### src/sv/wac_pkg.sv
// Shared types, constants and helpers for the weekday alarm clock.
package wac_pkg;

  localparam logic [6:0] SEC_LIMIT  = 7'd60;
  localparam logic [6:0] HOUR_LIMIT = 7'd24;
  localparam logic [6:0] DAY_LIMIT  = 7'd7;
  localparam logic [6:0] BIG_STEP   = 7'd10;

  // field being set in the clock view
  typedef enum logic [2:0] {
    CF_HOUR,
    CF_MIN,
    CF_SEC,
    CF_DAY,
    CF_NONE
  } clock_field_t;

  // field being set in the alarm view
  typedef enum logic [1:0] {
    AF_HOUR,
    AF_MIN,
    AF_DAY,
    AF_NONE
  } alarm_field_t;

  // one input word
  typedef struct packed {
    logic cmd;    // 0 tick, 1 button sample
    logic adj;
    logic add;
    logic add10;
    logic sw;
  } item_t;

  typedef struct packed {
    logic [5:0]   sec;
    logic [5:0]   min;
    logic [4:0]   hour;
    logic [2:0]   day;
    logic [5:0]   a_min;
    logic [4:0]   a_hour;
    logic [2:0]   a_day;
    clock_field_t clock_mode;
    alarm_field_t alarm_mode;
    // press marks, clock view
    logic         cm_adj;
    logic         cm_add;
    logic         cm_add10;
    // press marks, alarm view
    logic         am_adj;
    logic         am_add;
    logic         am_add10;
    // view flags
    logic         clk_idle;
    logic         sw_mark;
    logic         aview;
    logic         a_idle;
    logic         exit_mark;
    // alarm flags
    logic         arm_en;
    logic         arm_mark;
    logic         armed;
    logic         dis_mark;
    logic         sil_mark;
    logic         ring;
    logic         buz;
  } state_t;

  function automatic logic [6:0] inc_wrap(logic [6:0] v, logic [6:0] lim);
    logic [6:0] t;
    t = v + 7'd1;
    return (t >= lim) ? 7'd0 : t;
  endfunction

  // add ten, clearing to zero at or past the limit
  function automatic logic [6:0] add_ten(logic [6:0] v, logic [6:0] lim);
    logic [6:0] t;
    t = v + BIG_STEP;
    return (t >= lim) ? 7'd0 : t;
  endfunction

endpackage

### src/sv/weekday_alarm_clock.sv
// Top level of the weekday alarm clock: input stage, state core, result register.
//
//   channel  | handshake           | word
//   ---------+---------------------+-------------------------------------------
//   in       | in_valid / in_ready | cmd, btn_adjust, btn_add, btn_add10,
//            |                     | btn_alarm
//   out      | out_valid/out_ready | seconds .. weekday, alarm setting, view,
//            |                     | set_field, armed, ringing, buzzer
//
// A word is held in the input stage until it is applied to the state; the
// result register loads the new state at the same edge that updates the state,
// and out_valid rises at that edge.
// One word per cycle sustained while out_ready is high: the state update is one pass of logic.
// rst (synchronous): time 00:00:00 Sunday, alarm 00:00 Sunday, clock view,
// no field being set, alarm disarmed, buzzer off.
// A stalled result holds the input stage; in_ready drops only when both the
// input stage and the result register are full and out_ready is low.
module weekday_alarm_clock (
  input  logic       clk,
  input  logic       rst,
  input  logic       in_valid,
  output logic       in_ready,
  input  logic       cmd,
  input  logic       btn_adjust,
  input  logic       btn_add,
  input  logic       btn_add10,
  input  logic       btn_alarm,
  output logic       out_valid,
  input  logic       out_ready,
  output logic [5:0] seconds,
  output logic [5:0] minutes,
  output logic [4:0] hours,
  output logic [2:0] weekday,
  output logic [5:0] alarm_minutes,
  output logic [4:0] alarm_hours,
  output logic [2:0] alarm_weekday,
  output logic       alarm_view,
  output logic [2:0] set_field,
  output logic       armed,
  output logic       ringing,
  output logic       buzzer
);
  import wac_pkg::*;

  logic   st_valid;   // input stage holds a word
  item_t  st_item;
  logic   step;       // apply staged word this cycle
  state_t state_next;
  state_t res;        // result register payload

  assign step     = st_valid && (!out_valid || out_ready);
  assign in_ready = !st_valid || step;

  always_ff @(posedge clk) begin
    if (rst) begin
      st_valid <= 1'b0;
    end else if (in_ready) begin
      st_valid <= in_valid;
    end
  end

  always_ff @(posedge clk) begin
    if (in_ready && in_valid) begin
      st_item <= '{cmd: cmd, adj: btn_adjust, add: btn_add, add10: btn_add10,
                   sw: btn_alarm};
    end
  end

  wac_clock_core u_core (
    .clk        (clk),
    .rst        (rst),
    .step       (step),
    .item       (st_item),
    .state_next (state_next)
  );

  // result register
  always_ff @(posedge clk) begin
    if (rst) begin
      out_valid <= 1'b0;
    end else if (step) begin
      out_valid <= 1'b1;
    end else if (out_ready) begin
      out_valid <= 1'b0;
    end
  end

  always_ff @(posedge clk) begin
    if (step) begin
      res <= state_next;
    end
  end

  assign seconds       = res.sec;
  assign minutes       = res.min;
  assign hours         = res.hour;
  assign weekday       = res.day;
  assign alarm_minutes = res.a_min;
  assign alarm_hours   = res.a_hour;
  assign alarm_weekday = res.a_day;
  assign alarm_view    = res.aview;
  assign set_field     = res.aview ? {1'b0, res.alarm_mode} : res.clock_mode;
  assign armed         = res.armed;
  assign ringing       = res.ring;
  assign buzzer        = res.buz;

`ifndef NO_ASSERTIONS
  a_ring_needs_arm: assert property (@(posedge clk) disable iff (rst)
    out_valid |-> (!ringing || armed))
    else $error("ringing while disarmed");

  a_buzz_needs_ring: assert property (@(posedge clk) disable iff (rst)
    out_valid |-> (!buzzer || ringing))
    else $error("buzzer active while not ringing");

  a_time_range: assert property (@(posedge clk) disable iff (rst)
    out_valid |-> (seconds < 6'd60 && minutes < 6'd60 && hours < 5'd24 && weekday < 3'd7))
    else $error("clock field out of range");

  a_step_lands: assert property (@(posedge clk) disable iff (rst)
    step |=> out_valid)
    else $error("applied word did not reach the result register");

  a_field_range: assert property (@(posedge clk) disable iff (rst)
    out_valid |-> (alarm_view ? (set_field <= 3'd3) : (set_field <= 3'd4)))
    else $error("set_field out of range for view");
`endif

endmodule

### src/sv/wac_update.sv
// Next-state logic for one tick or one button sample.
module wac_update (
  input  wac_pkg::state_t cur,
  input  wac_pkg::item_t  item,
  output wac_pkg::state_t nx
);
  import wac_pkg::*;

  always_comb begin
    nx = cur;
    if (!item.cmd) begin
      // one-second tick, carries ripple up to the weekday
      nx.sec = 6'(inc_wrap(7'(cur.sec), SEC_LIMIT));
      if (nx.sec == 6'd0) begin
        nx.min = 6'(inc_wrap(7'(cur.min), SEC_LIMIT));
        if (nx.min == 6'd0) begin
          nx.hour = 5'(inc_wrap(7'(cur.hour), HOUR_LIMIT));
          if (nx.hour == 5'd0) begin
            nx.day = 3'(inc_wrap(7'(cur.day), DAY_LIMIT));
          end
        end
      end
      if (cur.ring) begin
        nx.buz = !cur.buz;
      end
    end else begin
      // view switch
      if (nx.clk_idle) begin
        if (!item.sw) begin
          nx.sw_mark = 1'b1;
        end
        nx.alarm_mode = AF_HOUR;
      end
      if ((item.sw && nx.sw_mark) || nx.aview) begin
        nx.clk_idle = 1'b0;
        nx.sw_mark  = 1'b0;
        nx.aview    = 1'b1;
        // alarm setting
        if (!item.adj) begin
          nx.am_adj = 1'b1;
        end
        if (!item.add) begin
          nx.am_add = 1'b1;
        end
        if (!item.add10) begin
          nx.am_add10 = 1'b1;
        end
        if (item.adj && nx.am_adj) begin
          nx.am_adj     = 1'b0;
          nx.alarm_mode = (nx.alarm_mode == AF_NONE) ? AF_HOUR
                        : alarm_field_t'(nx.alarm_mode + 2'd1);
        end
        nx.a_idle = (nx.alarm_mode == AF_NONE);
        nx.arm_en = (nx.alarm_mode == AF_NONE);
        if (item.add && nx.am_add) begin
          nx.am_add = 1'b0;
          unique case (nx.alarm_mode)
            AF_HOUR: nx.a_hour = 5'(inc_wrap(7'(nx.a_hour), HOUR_LIMIT));
            AF_MIN:  nx.a_min  = 6'(inc_wrap(7'(nx.a_min), SEC_LIMIT));
            AF_DAY:  nx.a_day  = 3'(inc_wrap(7'(nx.a_day), DAY_LIMIT));
            AF_NONE: ;
          endcase
        end
        if (item.add10 && nx.am_add10) begin
          nx.am_add10 = 1'b0;
          unique case (nx.alarm_mode)
            AF_HOUR: nx.a_hour = 5'(add_ten(7'(nx.a_hour), HOUR_LIMIT));
            AF_MIN:  nx.a_min  = 6'(add_ten(7'(nx.a_min), SEC_LIMIT));
            AF_DAY, AF_NONE: ;
          endcase
        end
        if (nx.a_idle) begin
          if (!item.sw) begin
            nx.exit_mark = 1'b1;
          end
          if (item.sw && nx.exit_mark) begin
            nx.aview = 1'b0;
          end
        end
      end else begin
        nx.a_idle    = 1'b0;
        nx.exit_mark = 1'b0;
        // clock setting
        if (!item.adj) begin
          nx.cm_adj = 1'b1;
        end
        if (!item.add) begin
          nx.cm_add = 1'b1;
        end
        if (!item.add10) begin
          nx.cm_add10 = 1'b1;
        end
        if (item.adj && nx.cm_adj) begin
          nx.cm_adj     = 1'b0;
          nx.clock_mode = (nx.clock_mode == CF_NONE) ? CF_HOUR
                        : clock_field_t'(nx.clock_mode + 3'd1);
        end
        nx.clk_idle = (nx.clock_mode == CF_NONE);
        nx.arm_en   = (nx.clock_mode == CF_NONE);
        if (item.add && nx.cm_add) begin
          nx.cm_add = 1'b0;
          unique case (nx.clock_mode)
            CF_HOUR: nx.hour = 5'(inc_wrap(7'(nx.hour), HOUR_LIMIT));
            CF_MIN:  nx.min  = 6'(inc_wrap(7'(nx.min), SEC_LIMIT));
            CF_SEC:  nx.sec  = 6'(inc_wrap(7'(nx.sec), SEC_LIMIT));
            CF_DAY:  nx.day  = 3'(inc_wrap(7'(nx.day), DAY_LIMIT));
            default: ;
          endcase
        end
        if (item.add10 && nx.cm_add10) begin
          nx.cm_add10 = 1'b0;
          unique case (nx.clock_mode)
            CF_HOUR: nx.hour = 5'(add_ten(7'(nx.hour), HOUR_LIMIT));
            CF_MIN:  nx.min  = 6'(add_ten(7'(nx.min), SEC_LIMIT));
            CF_SEC:  nx.sec  = 6'(add_ten(7'(nx.sec), SEC_LIMIT));
            default: ;
          endcase
        end
      end

      // arm, disarm, silence; only with no field being set
      if (nx.arm_en) begin
        if (!item.add10) begin
          nx.arm_mark = 1'b1;
        end
        if (nx.ring) begin
          if (!item.add) begin
            nx.sil_mark = 1'b1;
          end
          if (item.add && nx.sil_mark) begin
            nx.sil_mark = 1'b0;
            nx.ring     = 1'b0;
            nx.buz      = 1'b0;
            nx.dis_mark = 1'b1;   // silencing also sets the disarm mark; armed stays set
          end
        end
        if ((item.add10 && nx.arm_mark) || nx.armed) begin
          nx.armed = 1'b1;
          if (nx.hour == nx.a_hour && nx.min == nx.a_min && nx.day == nx.a_day) begin
            nx.ring = 1'b1;
          end
          if (!item.add10) begin
            nx.dis_mark = 1'b1;
          end
          if (item.add10 && nx.dis_mark) begin
            nx.dis_mark = 1'b0;
            nx.armed    = 1'b0;
            nx.arm_mark = 1'b0;
            nx.ring     = 1'b0;
            nx.buz      = 1'b0;
          end
        end
      end
    end
  end

endmodule

### src/sv/wac_clock_core.sv
// Clock and alarm state register with its combinational next-state update.
module wac_clock_core (
  input  logic            clk,
  input  logic            rst,
  input  logic            step,
  input  wac_pkg::item_t  item,
  output wac_pkg::state_t state_next
);
  import wac_pkg::*;

  // time 00:00:00 Sunday, clock view with no field selected, alarm field at hour, everything else clear
  localparam state_t STATE_RESET = '{clock_mode: CF_NONE, alarm_mode: AF_HOUR, default: '0};

  state_t state;

  wac_update u_update (
    .cur  (state),
    .item (item),
    .nx   (state_next)
  );

  always_ff @(posedge clk) begin
    if (rst) begin
      state <= STATE_RESET;
    end else if (step) begin
      state <= state_next;
    end
  end

endmodule
### config.mk
export PLATFORM = sky130hd
export DESIGN_NAME = weekday_alarm_clock
export DESIGN_NICKNAME = d
export VERILOG_FILES = /design/src/sv/wac_pkg.sv /design/src/sv/weekday_alarm_clock.sv /design/src/sv/wac_update.sv /design/src/sv/wac_clock_core.sv
export SDC_FILE = /design/constraint.sdc
export NUM_CORES = 1
export LEC_CHECK = 0
export BUFFER_PORTS_ARGS = -buffer_cell sky130_fd_sc_hd__buf_2
export CAP_MARGIN = 20
export CORE_MARGIN = 4
export CORE_UTILIZATION = 45
export CTS_CLUSTER_DIAMETER = 60
export DETAILED_ROUTE_END_ITERATION = 8
export GPL_TIMING_DRIVEN = 0
export MAX_ROUTING_LAYER = met4
export PLACE_DENSITY = 0.7
export SKIP_CTS_REPAIR_TIMING = 1
export SYNTH_ARGS = -nofsm -noshare
export SYNTH_HDL_FRONTEND = slang
export SYNTH_HIERARCHICAL = 1
export SYNTH_SLANG_ARGS = --single-unit
### constraint.sdc
create_clock -name clk -period 10.1 [get_ports clk]
set_input_delay 1.01 -clock clk [delete_from_list [all_inputs] [get_ports clk]]
set_output_delay 1.01 -clock clk [all_outputs]
set_load 0.01 [all_outputs]
==> results.json, run 1 <==
{
  "p_leak_nw": 3.40,
  "dp_cells": 1298,
  "placed_cell_area_sq_um": 8970,
  "tightest_slew_ns": 1.04,
  "cpPeakStageDelay_ns": 0.57,
  "cp_num_cells": 19,
  "fmax_mhz": 195,
  "slew_headroom": 0.300,
  "arrival_ns": 5.41,
  "synth_area_sq_um": 8430,
  "numPortBuffers": 51,
  "htreeDepth": 3,
  "drc": 0,
  "cts.sinks": 105,
  "endpoint": "u_core/state[1]",
  "r2r_cells": 19,
  "grt_first_pass_wirelength_mm": 37.0,
  "clkSlewWorstSetupHoldPaths_ns": 0.08,
  "ios": 52,
  "power_frac_comb": 0.114,
  "crit_start": "u_core/state[20]",
  "start_util": 0.463,
  "tritoncts": "built",
  "core_area_sq_um": 18200,
  "gp_congestion": 1.00,
  "ir_drop_uv": 66.5,
  "vias": 7883,
  "worst_path_max_delay_cell": "o31ai_1",
  "clock-skew-final_ns": 0.00922,
  "chipWidth_um": 145,
  "status": "completed",
  "clk_root_buffer_cell": "clkbuf_16",
  "grt_pass1_vias": 6981,
  "cts_buffers": 9,
  "cp_common_cell": "ha_1",
  "grt_use_total": 0.230,
  "critPathLaunchType": "flip-flop",
  "first_iter_violations": 886,
  "p_per_area_nw_per_um2": 103,
  "hold_viol_final": 0,
  "final_antenna_net_count": 0,
  "dieArea_sq_um": 21000,
  "wl_mm": 23.9,
  "yosysWarningCount": 6,
  "hold_class": "flip-flop to flip-flop",
  "critPathBufInv": 2,
  "antenna_found_initial": 0,
  "clk_latency_ns": 0.35,
  "syn2layout_area_growth_pct": 10.8,
  "grt_max_degree": 45,
  "fin_tns_setup_ns": 0,
  "syn_avg_cell_area_sq_um": 8.29,
  "dp_hpwl_mm": 17.3,
  "fin_nets": 1107,
  "met2_length_mm": 10.5,
  "syn_inst": 1017,
  "clock_tree.buffer_depth": 2,
  "die_h_um": 145,
  "min_period_over_period": 0.507,
  "grt_overflow": 0,
  "stdcell_count": 1316,
  "antennaDiodeCount": 0,
  "switching_share": 0.248,
  "drv_slew": 0,
  "crit_fanout": 10,
  "r2r_end": "u_core/state[1]",
  "layout_min_cycle_time_ns": 5.12,
  "finish.instance_area_sq_um": 9340,
  "avgViaCountPerCell": 5.99,
  "cp_top_family": "compound AO/OA/AOI/OAI gates",
  "highest-signal-layer": "met4",
  "drt_pass1_iterations": 6,
  "worst-setup-path-type": "flip-flop to flip-flop",
  "setup_viol": 0,
  "drv_cap": 0,
  "dr_wl_met3_mm": 1.92,
  "rows": 49,
  "pwr-share-clk": 0.404,
  "r2r_setup_slack_ns": 4.98,
  "r2r_start": "u_core/state[20]",
  "routedLengthMet1_mm": 10.8,
  "post_drt_wl_per_cell_um": 18.2,
  "crit_required_ns": 10.39,
  "power_frac_seq": 0.482,
  "endpoint_kind": "flip-flop",
  "mappedNetlistNets": 1042,
  "drive_gt1_frac": 0.160,
  "rsz0062_at_grt": "false",
  "p_switching_mw": 0.238,
  "path_cells": "buf_2 -> inv_1 -> ha_1 -> nand2_1 -> a311o_1 -> a21oi_2 -> o21ai_0 -> a22o_1 -> ha_1 -> o311ai_0 -> a311oi_1 -> o21ai_1 -> o22ai_1 -> xnor2_1 -> o32ai_1 -> nand4_1 -> o31ai_1 -> mux2i_1 -> nor2_1",
  "internal_power_mw": 0.724
}
-- sequential cells by signal (all words and copies together) (netlist names), 3 cells and up --
name,count
u_core/state,55
res,5
alarm_weekday,3
weekday,3
hours,5
seconds,6
minutes,6
st_item,5
alarm_minutes,6
alarm_hours,5
-- layout by cell type, fill, tap and decap left out, types with 7 or more instances in the layout --
master and instances:
nand2b_1 10, mux2i_1 62, nor2b_1 9, nor2_1 123, ha_1 16, a211oi_1 8, a21oi_1 51, a21o_1 11
nor3_1 16, xor2_1 12, dfxtp_1 57, nand3_1 24, o21ai_0 66, a22oi_1 9, and3_1 10, clkbuf_1 46
o22ai_1 11, and2_1 14, o31ai_1 18, buf_4 37, o21ai_1 7, clkbuf_16 11, a22o_1 8, or3_1 11
mux2_2 13, a31oi_1 27, edfxtp_1 48, nand2_1 101, xnor2_1 19, buf_2 60, inv_1 22
-- through the flow --
| stage | utilization | worst slack (ns) | hold WS (ns) | power [mW] |
|---|---|---|---|---|
| 2_1_floorplan | - | 6.25 | 0.455 | 0.547 |
| 3_5_place_dp | 0.493 | 5.19 | 0.483 | 0.580 |
| 3_3_place_gp | 0.493 | 5.21 | 0.470 | 0.579 |
| 4_1_cts | 0.511 | 5.16 | 0.501 | 0.968 |
| 5_1_grt | 0.513 | 4.75 | 0.522 | 0.997 |
| 6_report | 0.513 | 4.98 | 0.500 | 0.963 |
-- worst min-delay path by stage --
stage                     slack [ns]  cells past startpoint             start                to
after floorplan                 0.45                      2  u_core/state[18]  u_core/state[18]
after global placement          0.47                      2  u_core/state[29]  u_core/state[29]
after detailed placement        0.48                      2  u_core/state[30]  u_core/state[30]
after CTS                       0.50                      2  u_core/state[34]  u_core/state[34]
after global routing            0.52                      2  u_core/state[29]  u_core/state[29]
final                           0.50                      2          st_valid         out_valid
-- final cells by class --
type,instances,area (sq um)
buffer,103,633
clock buffer,12,279
clock inverter,4,52.6
fill,1729,8870
inverter,23,86.3
multi-input combinational,786,5120
sequential,105,2580
tap,229,287
timing repair buffer,54,293
-- power by group through the flow --
stage / combinational, mW / clock, mW / sequential, mW
6_report: 0.110 / 0.389 / 0.464
4_1_cts: 0.107 / 0.397 / 0.464
2_1_floorplan: 0.0754 / 0 / 0.472
5_1_grt: 0.118 / 0.413 / 0.465
3_3_place_gp: 0.106 / 0 / 0.473
3_5_place_dp: 0.107 / 0 / 0.474
-- worst reg2reg max path, cell delays in order, from the launching register on --
cell	delay, ns
dfxtp_1	0.35
buf_2	0.20
inv_1	0.14
ha_1	0.23
nand2_1	0.18
a311o_1	0.48
a21oi_2	0.35
o21ai_0	0.15
a22o_1	0.23
ha_1	0.40
o311ai_0	0.17
a311oi_1	0.31
o21ai_1	0.09
o22ai_1	0.39
xnor2_1	0.13
o32ai_1	0.29
nand4_1	0.12
o31ai_1	0.57
mux2i_1	0.16
nor2_1	0.11
-- per-layer routing --
layer | global-route usage | up-vias
li1 | - | 3841
met1 | 0.312 | 3687
met2 | 0.347 | 314
met3 | 0.0430 | 41
met4 | 0.0707 | 0
met5 | - | -
No activity file was read; power rests on OpenSTA's default activity.
==> run 2, diff against run 1 <==
- clock period: 10.1 -> 5.3 ns (I/O delays scaled with it)
==> run 2 against run 1 <==
Final area is essentially flat. Count of clock-buffer cells in the layout unchanged. Clock skew barely moved. Critical path depth stayed put. Critical endpoint unchanged. Largest power group unchanged.
==> results.json, run 2 (synthesis gave the netlist of run 1 again) <==
{
  "gr-usage-met2": 0.347,
  "critPathLaunchType": "flip-flop",
  "clkSlewWorstSetupHoldPaths_ns": 0.07,
  "final_antenna_net_count": 0,
  "status": "completed",
  "drive_gt1_frac": 0.161,
  "start_util": 0.463,
  "drc": 0,
  "layout_commonest_cell": "nor2_1",
  "cts_buffers": 9,
  "fillCellCount": 1729,
  "antenna_found_initial": 0,
  "mostFrequentLayoutCells": "nor2_1, nand2_1, o21ai_0",
  "syn2layout_area_growth_pct": 10.9,
  "clk_root_buffer_cell": "clkbuf_16",
  "arrival_ns": 5.15,
  "clock-skew-final_ns": 0.00897,
  "grt_max_degree": 45,
  "met1_usage": 0.312,
  "p_per_area_nw_per_um2": 196,
  "endpoint_kind": "flip-flop",
  "ios": 52,
  "largest_register": "u_core/state",
  "clk_latency_ns": 0.35,
  "top_usage_layer": "met2",
  "gp_congestion": 1.00,
  "tightest_slew_ns": 1.02,
  "drt_pass1_iterations": 5,
  "grt_util_met3": 0.0430,
  "die_h_um": 145,
  "htreeDepth": 3,
  "grt_use_total": 0.230,
  "antennaDiodeCount": 0,
  "crit_fanout": 10,
  "critPathBufInv": 2,
  "vias": 7839,
  "wl_mm": 23.9,
  "cts.sinks": 105,
  "grt_first_pass_wirelength_mm": 37.0,
  "avgViaCountPerCell": 5.96,
  "drv_cap": 0,
  "hold_viol_final": 0,
  "worst-setup-path-type": "flip-flop to flip-flop",
  "grt_pass1_vias": 6981,
  "setup_viol": 0,
  "crit_required_ns": 5.59,
  "grt_overflow": 0,
  "ir_drop_uv": 126,
  "largest_reg_flops": 55,
  "placed_cell_area_sq_um": 8970,
  "hold_class": "input port to flip-flop",
  "post_drt_wl_per_cell_um": 18.1,
  "clock_tree.buffer_depth": 2,
  "tritoncts": "built",
  "dp_hpwl_mm": 17.3,
  "rsz0062_at_grt": "false",
  "min_period_over_period": 0.915,
  "dieArea_sq_um": 21000,
  "fmax_mhz": 206,
  "fin_nets": 1107,
  "p_leak_nw": 3.40,
  "layout_min_cycle_time_ns": 4.85,
  "core_area_sq_um": 18200,
  "drv_slew": 0,
  "cp_common_cell": "ha_1",
  "cpPeakStageDelay_ns": 0.48,
  "cp_top_family": "compound AO/OA/AOI/OAI gates",
  "slew_headroom": 0.311,
  "finish.instance_area_sq_um": 9340,
  "fin_tns_setup_ns": 0,
  "first_iter_violations": 778,
  "rows": 49,
  "numPortBuffers": 51,
  "worst_path_max_delay_cell": "a311o_1",
  "chipWidth_um": 145,
  "path_cells": "buf_2 -> inv_1 -> ha_1 -> nand2_1 -> a311o_1 -> a21oi_2 -> o21ai_0 -> a22o_1 -> ha_1 -> o311ai_0 -> a311oi_1 -> o21ai_1 -> o22ai_1 -> xnor2_1 -> o32ai_1 -> nand4_1 -> o31ai_2 -> mux2i_1 -> nor2_1"
}
-- run 2: changes by cell type in the layout (fill, tap and decap cells not counted) --
cell,delta
o31ai_2,+1
o31ai_1,-1
-- run 2: path summary, 6_finish.rpt --
kind                                       start         endpoint  slack [ns]  cells past startpoint
worst max-delay path            u_core/state[20]  u_core/state[1]        0.45                     19
worst min-delay path                         cmd       st_item[4]        0.36                      1
worst max register to register  u_core/state[20]  u_core/state[1]        0.45                     19
worst min register to register          st_valid        out_valid        0.50                      2
-- run 2: layer usage --
metal / vias to the layer above / routed length, um / share of wire
li1: 3837 / - / -
met3: 40 / 1810 / 0.076
met2: 285 / 10500 / 0.44
met4: 0 / 666 / 0.028
met1: 3677 / 10900 / 0.45
met5: - / 0 / 0
-- run 2: per-stage QoR --
stage | cells | setup slack, ns | power, mW | hold WS [ns] | utilization
2_1_floorplan | 1017 | 1.45 | 1.04 | 0.455 | -
3_3_place_gp | 1297 | 0.406 | 1.10 | 0.470 | 0.493
3_5_place_dp | 1298 | 0.385 | 1.11 | 0.483 | 0.493
4_1_cts | 1314 | 0.359 | 1.84 | 0.348 | 0.511
5_1_grt | 1316 | 0.141 | 1.90 | 0.344 | 0.513
6_report | 1316 | 0.448 | 1.83 | 0.355 | 0.513
-- run 2: area by class of cell --
| class | instances | area [sq um] | share of cell area |
|---|---|---|---|
| Clock buffer | 12 | 279 | 0.0299 |
| Timing Repair Buffer | 54 | 293 | 0.0313 |
| Inverter | 23 | 86.3 | 0.00924 |
| Clock inverter | 4 | 52.6 | 0.00562 |
| Multi-Input combinational cell | 786 | 5130 | 0.549 |
| Sequential cell | 105 | 2580 | 0.276 |
| Tap cell | 229 | 287 | 0.0307 |
| Buffer | 103 | 633 | 0.0678 |
-- run 2: report_power, final --
group	total (mW)	switching, mW	leakage (nW)	internal [mW]
registers	0.884	0.0141	0.922	0.870
clock network	0.742	0.314	0.164	0.427
logic	0.209	0.126	2.32	0.0831
==> run 3, diff against run 2 <==
- RECOVER_POWER: default -> 100
==> run 3 against run 2 <==
The run now ends with capacitance limit, slew limit left. Setup slack worse by 0.052 ns. Sequential cell count unchanged. Fmax down 1.1%. Count of clock-buffer cells in the layout did not move. Via count increased by 0.28%. Critical endpoint unchanged. Largest cell class unchanged. Largest power group unchanged.
==> results.json, run 3 (synthesis gave the netlist of run 1 again) <==
{
  "switching_share": 0.249,
  "dp_hpwl_mm": 17.3,
  "hold_path_depth": 1,
  "largest_reg_flops": 55,
  "largest_register": "u_core/state",
  "critPathBufInv": 2,
  "p_leak_nw": 3.21,
  "min_period_over_period": 0.925,
  "ios": 52,
  "violations": "capacitance limit, slew limit",
  "numPortBuffers": 51,
  "fin_tns_setup_ns": 0,
  "cpPeakStageDelay_ns": 0.43,
  "final_util": 0.503,
  "crit_required_ns": 5.59,
  "internal_power_mw": 1.37,
  "post_drt_wl_per_cell_um": 18.2,
  "drive_gt1_frac": 0.102,
  "cts.sinks": 105,
  "clkSlewWorstSetupHoldPaths_ns": 0.07,
  "dp_slack_ns": 0.385,
  "worst-setup-path-type": "flip-flop to flip-flop",
  "layout_min_cycle_time_ns": 4.90,
  "grt_use_total": 0.230,
  "endpoint_kind": "flip-flop",
  "path_cells": "buf_2 -> inv_1 -> ha_1 -> nand3b_1 -> a211o_1 -> a21oi_2 -> o21ai_0 -> a22o_1 -> ha_1 -> o311ai_0 -> a311oi_1 -> o21ai_0 -> o22ai_1 -> xnor2_1 -> o32ai_1 -> nand4_1 -> o31ai_2 -> mux2i_1 -> nor2_1",
  "multi_input_area_sq_um": 5090,
  "ir_drop_uv": 127,
  "clock_tree.buffer_depth": 2,
  "drv_cap": 1,
  "rsz0062_at_grt": "false",
  "mostFrequentLayoutCells": "nor2_1, nand2_1, clkbuf_1",
  "tightest_slew_ns": 1.59,
  "antenna_found_initial": 0,
  "setup_ws_ns": 0.397,
  "whs_ns": 0.356,
  "grt_overflow": 0,
  "p_per_area_nw_per_um2": 199,
  "r2r_cells": 19,
  "avgViaCountPerCell": 5.97,
  "htreeDepth": 3,
  "pwr-share-clk": 0.408,
  "grt_pass1_vias": 6981,
  "gp_congestion": 1.00,
  "first_iter_violations": 869,
  "status": "finished with violations",
  "hold_viol_final": 0,
  "critPathLaunchType": "flip-flop",
  "drc": 0,
  "power_frac_seq": 0.485,
  "cts_buffers": 9,
  "layout_commonest_cell": "nor2_1",
  "core_area_sq_um": 18200,
  "clk_latency_ns": 0.35,
  "slew_headroom": -0.0580,
  "grt_max_degree": 45,
  "arrival_ns": 5.20,
  "power_frac_comb": 0.107,
  "setup_viol": 0,
  "tritoncts": "built",
  "syn2layout_area_growth_pct": 8.72,
  "die_h_um": 145,
  "crit_fanout": 10,
  "drv_slew": 24,
  "drt_pass1_iterations": 6,
  "clock-skew-final_ns": 0.00944,
  "fillCellCount": 1752,
  "clk_root_buffer_cell": "clkbuf_16",
  "antennaDiodeCount": 0,
  "cp_top_family": "compound AO/OA/AOI/OAI gates",
  "rows": 49,
  "fin_nets": 1107,
  "start_util": 0.463,
  "fmax_mhz": 204,
  "worst_path_max_delay_cell": "o22ai_1",
  "vias": 7861,
  "dieArea_sq_um": 21000,
  "chipWidth_um": 145,
  "hold_class": "input port to flip-flop",
  "final_antenna_net_count": 0,
  "cp_num_cells": 19,
  "p_switching_mw": 0.454,
  "wl_mm": 23.9,
  "regArea_sq_um": 2580,
  "grt_first_pass_wirelength_mm": 37.0
}
## run 3: layout make-up
cell class	instances	area share
multi-input combinational	786	0.556
sequential	105	0.282
buffer	103	0.0619
tap	229	0.0313
clock buffer	12	0.0305
timing repair buffer	54	0.0235
inverter	23	0.00942
clock inverter	4	0.00574
## run 3: worst reg2reg max path: stages, from the launching register on
cell,delay [ns]
dfxtp_1,0.40
buf_2,0.25
inv_1,0.12
ha_1,0.25
nand3b_1,0.21
a211o_1,0.32
a21oi_2,0.37
o21ai_0,0.15
a22o_1,0.23
ha_1,0.38
o311ai_0,0.17
a311oi_1,0.31
o21ai_0,0.11
o22ai_1,0.43
xnor2_1,0.12
o32ai_1,0.27
nand4_1,0.15
o31ai_2,0.37
mux2i_1,0.13
nor2_1,0.10
## run 3: worst paths after layout
kind                         start  slack [ns]         endpoint
hold reg to reg           st_valid        0.48        out_valid
setup / recovery  u_core/state[20]        0.40  u_core/state[1]
setup reg to reg  u_core/state[20]        0.40  u_core/state[1]
hold / removal                 cmd        0.36       st_item[4]
## run 3: metrics by stage
step           cells  power [mW]  area, sq um
2_1_floorplan   1017        1.04         8430
3_3_place_gp    1297        1.10         8970
3_5_place_dp    1298        1.11         8970
4_1_cts         1314        1.84         9310
5_1_grt         1316        1.89         9160
6_report        1316        1.82         9160
## run 3: power groups by stage
stage	sequential (mW)	combinational (mW)	clock (mW)
2_1_floorplan	0.899	0.144	0
6_report	0.884	0.195	0.743
3_3_place_gp	0.902	0.201	0
5_1_grt	0.887	0.211	0.788
3_5_place_dp	0.903	0.203	0
4_1_cts	0.884	0.204	0.756
## run 3: metal layers
layer  global-route usage  part of all wire
met5                    -                 0
met4               0.0707             0.026
met3               0.0430             0.070
met2                0.347              0.45
met1                0.312              0.46
